===== src/sv/bad_pkg.sv =====
// shared constants, types and division handshake structs for the box area downscaler
`default_nettype none

package bad_pkg;

    // image limits and field widths
    localparam int MAX_WIDTH  = 1024;
    localparam int MAX_HEIGHT = 1024;
    localparam int COL_W      = $clog2(MAX_WIDTH);
    localparam int ROW_W      = $clog2(MAX_HEIGHT);
    localparam int DIM_W      = 11;
    localparam int CH_W       = 8;
    localparam int NUM_CH     = 4;
    localparam int CH_IDX_W   = 2;
    localparam int OUT_XY_W   = 10;

    // accumulator and division widths
    localparam int CNT_W      = COL_W + ROW_W + 1;
    localparam int SUM_W      = CNT_W + CH_W - 1;
    localparam int NUM_W      = SUM_W + 1;
    localparam int QUO_W      = DIM_W;
    localparam int NB_W       = $clog2(QUO_W + 1);

    // stream data widths
    localparam int S_TDATA_W  = NUM_CH * CH_W;
    localparam int M_FIELD_W  = NUM_CH * CH_W + 2 * OUT_XY_W;
    localparam int M_TDATA_W  = ((M_FIELD_W + 7) / 8) * 8;

    // configuration register indexes
    localparam int CFG_AW     = 2;
    localparam logic [CFG_AW-1:0] REG_SOURCE_WIDTH  = 2'd0;
    localparam logic [CFG_AW-1:0] REG_SOURCE_HEIGHT = 2'd1;
    localparam logic [CFG_AW-1:0] REG_TARGET_WIDTH  = 2'd2;
    localparam logic [CFG_AW-1:0] REG_TARGET_HEIGHT = 2'd3;

    // register reset values
    localparam logic [DIM_W-1:0] RST_SOURCE_WIDTH  = 11'd256;
    localparam logic [DIM_W-1:0] RST_SOURCE_HEIGHT = 11'd256;
    localparam logic [DIM_W-1:0] RST_TARGET_WIDTH  = 11'd64;
    localparam logic [DIM_W-1:0] RST_TARGET_HEIGHT = 11'd64;

    // request into the shared divider: divisor comes pre-shifted to the top quotient bit
    typedef struct packed {
        logic             start;
        logic [NUM_W-1:0] num;
        logic [NUM_W-1:0] dsh;
        logic [NB_W-1:0]  nbits;
    } div_req_t;

    // divider status back to the sequencer
    typedef struct packed {
        logic             done;
        logic [QUO_W-1:0] quot;
    } div_rsp_t;

endpackage

`default_nettype wire


===== src/sv/bad_div.sv =====
// shared restoring divider, one quotient bit per cycle
`default_nettype none

module bad_div (
    input  wire logic              aclk,
    input  wire logic              aresetn,
    input  wire bad_pkg::div_req_t req,
    output bad_pkg::div_rsp_t      rsp
);
    import bad_pkg::*;

    logic [NUM_W-1:0] rem_reg, rem_next;
    logic [NUM_W-1:0] dsh_reg, dsh_next;
    logic [QUO_W-1:0] quot_reg, quot_next;
    logic [NB_W-1:0]  cnt_reg, cnt_next;
    logic             busy_reg, busy_next;
    logic             done_reg, done_next;
    logic [NUM_W:0]   diff;
    logic             ge;

    // trial subtract of the shifted divisor
    assign diff = {1'b0, rem_reg} - {1'b0, dsh_reg};
    assign ge   = ~diff[NUM_W];

    // iteration control
    always_comb begin
        rem_next  = rem_reg;
        dsh_next  = dsh_reg;
        quot_next = quot_reg;
        cnt_next  = cnt_reg;
        busy_next = busy_reg;
        done_next = 1'b0;
        if (req.start) begin
            rem_next  = req.num;
            dsh_next  = req.dsh;
            quot_next = '0;
            cnt_next  = req.nbits;
            busy_next = 1'b1;
        end else if (busy_reg) begin
            if (ge) begin
                rem_next = diff[NUM_W-1:0];
            end
            quot_next = {quot_reg[QUO_W-2:0], ge};
            dsh_next  = dsh_reg >> 1;
            cnt_next  = cnt_reg - NB_W'(1);
            if (cnt_reg == NB_W'(1)) begin
                busy_next = 1'b0;
                done_next = 1'b1;
            end
        end
    end

    // control flops
    always_ff @(posedge aclk) begin
        if (!aresetn) begin
            busy_reg <= 1'b0;
            done_reg <= 1'b0;
        end else begin
            busy_reg <= busy_next;
            done_reg <= done_next;
        end
    end

    // datapath flops
    always_ff @(posedge aclk) begin
        rem_reg  <= rem_next;
        dsh_reg  <= dsh_next;
        quot_reg <= quot_next;
        cnt_reg  <= cnt_next;
    end

    assign rsp.done = done_reg;
    assign rsp.quot = quot_reg;

endmodule

`default_nettype wire


===== config.mk =====
export PLATFORM = sky130hd
export DESIGN_NAME = bad_div
export DESIGN_NICKNAME = d
export VERILOG_FILES = /design/src/sv/bad_pkg.sv /design/src/sv/bad_div.sv
export SDC_FILE = /design/constraint.sdc
export NUM_CORES = 1
export LEC_CHECK = 0
export ABC_AREA = 0
export BUFFER_PORTS_ARGS = -buffer_cell sky130_fd_sc_hd__buf_2
export CAP_MARGIN = 15
export CORE_UTILIZATION = 45
export CTS_CLUSTER_SIZE = 28
export DETAILED_ROUTE_END_ITERATION = 16
export GPL_TIMING_DRIVEN = 0
export PLACE_DENSITY_LB_ADDON = 0.3
export SLEW_MARGIN = 20
export SYNTH_ARGS = -nofsm -noshare
export SYNTH_HDL_FRONTEND = slang
export SYNTH_SLANG_ARGS = --single-unit

===== constraint.sdc =====
create_clock -name aclk -period 5.35 [get_ports aclk]
set_input_delay 0.535 -clock aclk [delete_from_list [all_inputs] [get_ports aclk]]
set_output_delay 0.535 -clock aclk [all_outputs]
set_load 0.005 [all_outputs]

### Yosys cells after proc, flatten, opt, wreduce, memory -nomap -nowiden

Index checks and enable logic that the tools add are counted.

| word-level totals | value |
|---|---|
| register bits after elaboration | 75 |
| latch bits | 0 |
| bits in writable memories | 0 |
| bits in read-only memories | 0 |
| bits of input ports | 65 |
| output and inout port bits | 12 |
| logic and storage cells | 27 |
| memories kept | 0 |

| cells by class | value |
|---|---|
| add/subtract/negate cells | 2 |
| multipliers | 0 |
| divide/modulo/power cells | 0 |
| $lt $le $gt $ge | 0 |
| eq/ne operators | 2 |
| shifts and indexed selects | 0 |
| multiplexer cells | 11 |
| bitwise logic cells | 3 |
| reductions and logical operators | 3 |

Operators with widths:

| kind | count |
|---|---|
| 29-bit 2-to-1 mux | 5 |
| 29-bit by 29-bit subtractor with 30-bit output | 1 |
| 4-bit 2-to-1 mux | 2 |
| 4-bit by 1-bit equality test with 1-bit output (second input constant) | 1 |
| 1-bit 2-to-1 mux | 4 |
| 4-bit by 1-bit subtractor with 4-bit output (second input constant) | 1 |
| 1-bit NOT | 3 |
| 3-bit OR reduction | 1 |
| 2-bit inequality test (second input constant) | 1 |
| 2-bit AND reduction | 1 |
| 2-bit nonzero test | 1 |

### Longest topological paths before layout

| depth | value |
|---|---|
| depth after elaboration | 4 |
| depth in mapped cells | 10 |
| gate-level depth less buffers | 10 |

### Worst setup path after synthesis

No wires, ideal clock.

| timing | value |
|---|---|
| path type | register -> register |
| start | reg rem_reg[14] |
| end | reg rem_reg[0], enable pin |
| setup time | 0.385 ns |
| arrival time | 2.557 ns |
| required time | 4.965 ns |
| path slack | 2.408 ns |
| cell stages (with the launch flop) | 10 |
| path buffers | 1 |
| period minus slack after synthesis | 2.942 ns |
| path through | edfxtp_1 ha_1 clkbuf_1 a21oi_1 o21bai_1 a21oi_1 a221oi_1 o311ai_2 o21ai_0 a21o_1 |

| on the way | value |
|---|---|
| cells in the longest elaborated chain, start to end | 3 |

Ends and longest elaborated chain:

| what | line | source |
|---|---|---|
| from (decl) | bad_div.sv:12 | `logic [NUM_W-1:0] rem_reg, rem_next;` |
| from (signal assigned) | bad_div.sv:66 | `rem_reg <= rem_next;` |
| 29-bit by 29-bit subtractor with 30-bit output | bad_div.sv:22 | `assign diff = {1'b0, rem_reg} - {1'b0, dsh_reg};` |
| 2-bit inequality test (no source line) | n/a |  |
| 2-bit AND reduction (no source line) | n/a |  |

Every way passes these cells.
A chain may end at the register's enable or synchronous reset.

### Worst setup path after layout

| timing | value |
|---|---|
| start | reg dsh_reg[2] |
| end | reg rem_reg[15], enable pin |

| on the way | value |
|---|---|
| cells in the longest elaborated chain, start to end | 3 |

Ends and longest elaborated chain:

| what | line | source |
|---|---|---|
| from (decl) | bad_div.sv:13 | `logic [NUM_W-1:0] dsh_reg, dsh_next;` |
| from (signal assigned) | bad_div.sv:67 | `dsh_reg <= dsh_next;` |
| 29-bit by 29-bit subtractor with 30-bit output | bad_div.sv:22 |  |
| 2-bit inequality test (no source line) | n/a |  |
| 2-bit AND reduction (no source line) | n/a |  |

Every way passes these cells.

==> flow_summary.yaml <==
power:
  leakage_nw: 2.430
  p_total_mw: 2.107
  ir_drop_mv: 0.1613
  p_per_area_nw_per_um2: 375.9
global_route:
  grt_util_all_layers_pct: 23.30
  grt_pass1_vias: 4148
  grt_pass1_wl_mm: 20.17
  grt_antenna_before_repair: 0
  overflow: 0
  grt_max_degree: 34
worst_setup_path:
  cp.required_ns: 5.36
  critPathMaxStageDelay_ns: 0.51
  crit_path_frequent_cell: "o21ai_0"
  slowest_stage: "o311ai_2"
  r2r_start: "dsh_reg[2]$_DFFE_PP_"
  end_kind: "flip-flop"
  crit_path_start_kind: "flip-flop"
  crit_chain: "inv_1, ha_1, o21ai_0, a21oi_1, o31ai_1, a41oi_1, o311ai_2, o21ai_0, a21o_2"
  crit_path_start: "dsh_reg[2]$_DFFE_PP_"
  critical_path.max_fanout: 29
  worstPathArrival_ns: 3.38
  critPathKind: "flip-flop to flip-flop"
sta:
  holdWs_ns: 0.4042
  rsz0062_at_grt: "no"
  finalSetupViolCount: 0
  finalWorstSetupSlack_ns: 1.985
  hold_viol: 0
  max_freq_ghz: 0.2972
  tightest_slew_ns: 0.8549
  post-route-period-util_pct: 62.90
  fin_worst_skew_ns: 0.01296
  layout_min_cycle_time_ns: 3.365
  fin_tns_setup_ns: 0
  slew_violations: 0
  slew_headroom_pct: 43.01
drt:
  wire_per_inst_um: 16.15
  drc: 0
  drt_iter0_markers: 277
  ant_nets: 0
  detail_route.wirelength_mm: 12.20
  vias: 4206
  firstDrtPassIters: 5
  via_per_inst: 5.571
floorplanning:
  io_pins: 77
  dieArea_um2: 11220
  core.rowCount: 37
  core_um2: 10420
  start_util_pct: 46.64
  fp.dieH_um: 105.9
  die_width_um: 105.9
flow_run:
  max_cap_violations: 0
layout:
  syn2layout_area_growth_pct: 15.35
  final_layout_size_suffix_gt1_share_pct: 16.64
  mostFrequentLayoutCells: "76 x nand2_1, 76 x buf_2, 65 x o21ai_0"
  fin_nets: 711
  fillers: 997
  diodes: 0
logic_synthesis:
  ys_types: 55
  synth-edff-count: 62
  ys_seq_elements: 75
  syn-num-nets: 625
  synth_ff_type: "edfxtp_1"
  avgSynthCellArea_um2: 9.202
  yosys_warnings: 0
  synthArstFlopShare_pct: 0
  yosysSeqAreaShare_pct: 43.68
  syn_inst: 528
  syn_area_um2: 4858
hold_path:
  hold_start: "aresetn"
  min_path_type: "input pin to flip-flop"
clock_network:
  holdBufCountCts: 0
  clock_sinks: 75
  clock_latency_ns: 0.36
  cts_made_buffers: 9
  cts_resized: 0
  cts_tree: "yes"
  htreeDepth: 3
  clk_path_buf_depth: 2
  clk_pin_slew_ns: 0.09
  cts-root-buf: "clkbuf_8"
  postCtsSetupBuffers: 0
placed_design:
  place_ws_ns: 2.015
  portBuffers: 75
  dp_hpwl_mm: 8.948
  gp_congestion: 0.8900
outcome:
  status: "finished, final reports clean"
## layout make-up
cell class	instances	area (µm²)	share of cell area (%)
Timing Repair Buffer	75	375.4	6.698
Tap cell	136	170.2	3.036
Sequential cell	75	2122	37.87
Buffer	29	113.9	2.032
Inverter	43	161.4	2.880
Clock buffer	14	183.9	3.282
Clock inverter	2	15.01	0.2679
Multi-Input combinational cell	381	2462	43.94
## routing by layer
layer  up-vias  track usage [%]  wire [µm]
met5         -                0          0
met4         0            9.325        236
met3        18            4.721        698
met2       137            36.60       5570
met1      1978            31.53       5688
li1       2073                -          -
## worst paths after layout
check | end | slack (ns) | cells after the start
setup / recovery | rem_reg[15]$_DFFE_PP_ | 1.98 | 9
hold / removal | busy_reg$_SDFF_PN0_ | 0.40 | 2
setup reg to reg | rem_reg[15]$_DFFE_PP_ | 1.98 | 9
hold reg to reg | quot_reg[10]$_SDFFE_PP0P_ | 0.50 | 2
## power breakdown
part	switching, mW	internal [mW]	total (mW)
Combinational	0.535	0.346	0.882
Clock	0.217	0.224	0.441
Sequential	0.0304	0.754	0.784
Total	0.783	1.32	2.11
## critical path, delay by kind of cell (launching register included)
kind / cells / cell delay (ns)
compound gates: 7 / 2.27
fa+ha+maj: 1 / 0.27
buf+inv: 1 / 0.09
flops: 1 / 0.38
## through the flow
step	cells	util [%]	instance area, µm²
after global placement	739	51.88	5404
after CTS	755	53.80	5604
after global routing	755	53.80	5604
after detailed placement	739	51.89	5405
after floorplan	528	-	4858
final	755	53.80	5604
## cells by family (layout without fill, tap and decap cells)
group,Yosys count,after routing,synth area share [%]
and+or+nand+nor,154,154,14.16
muxes,11,11,2.292
AOI/OAI and AO/OA,169,169,23.10
buffers and inverters,72,163,5.666
adders and majority gates,32,32,8.396
DFF,75,75,43.68
xor gates and xnor gates,15,15,2.704
## cell usage after synthesis, drive strengths merged, types with 6 or more instances
| cell type | count | area [µm²] |
|---|---|---|
| nand2 | 76 | 285.3 |
| o21ai | 67 | 335.3 |
| edfxtp | 62 | 1862 |
| inv | 43 | 161.4 |
| a21oi | 34 | 170.2 |
| nor2 | 33 | 123.9 |
| ha | 31 | 387.9 |
| clkbuf | 24 | 90.09 |
| a21o | 16 | 120.1 |
| dfxtp | 13 | 260.3 |
| mux2i | 10 | 100.1 |
| nor3 | 9 | 45.04 |
| xor2 | 8 | 70.07 |
| xnor2 | 7 | 61.31 |
| a211oi | 6 | 50.05 |
| a311oi | 6 | 52.55 |
| nand4 | 6 | 37.54 |
| nor2b | 6 | 37.54 |
| o21a | 6 | 45.04 |
| o31ai | 6 | 58.81 |
Power figures use the tool's default switching activity.
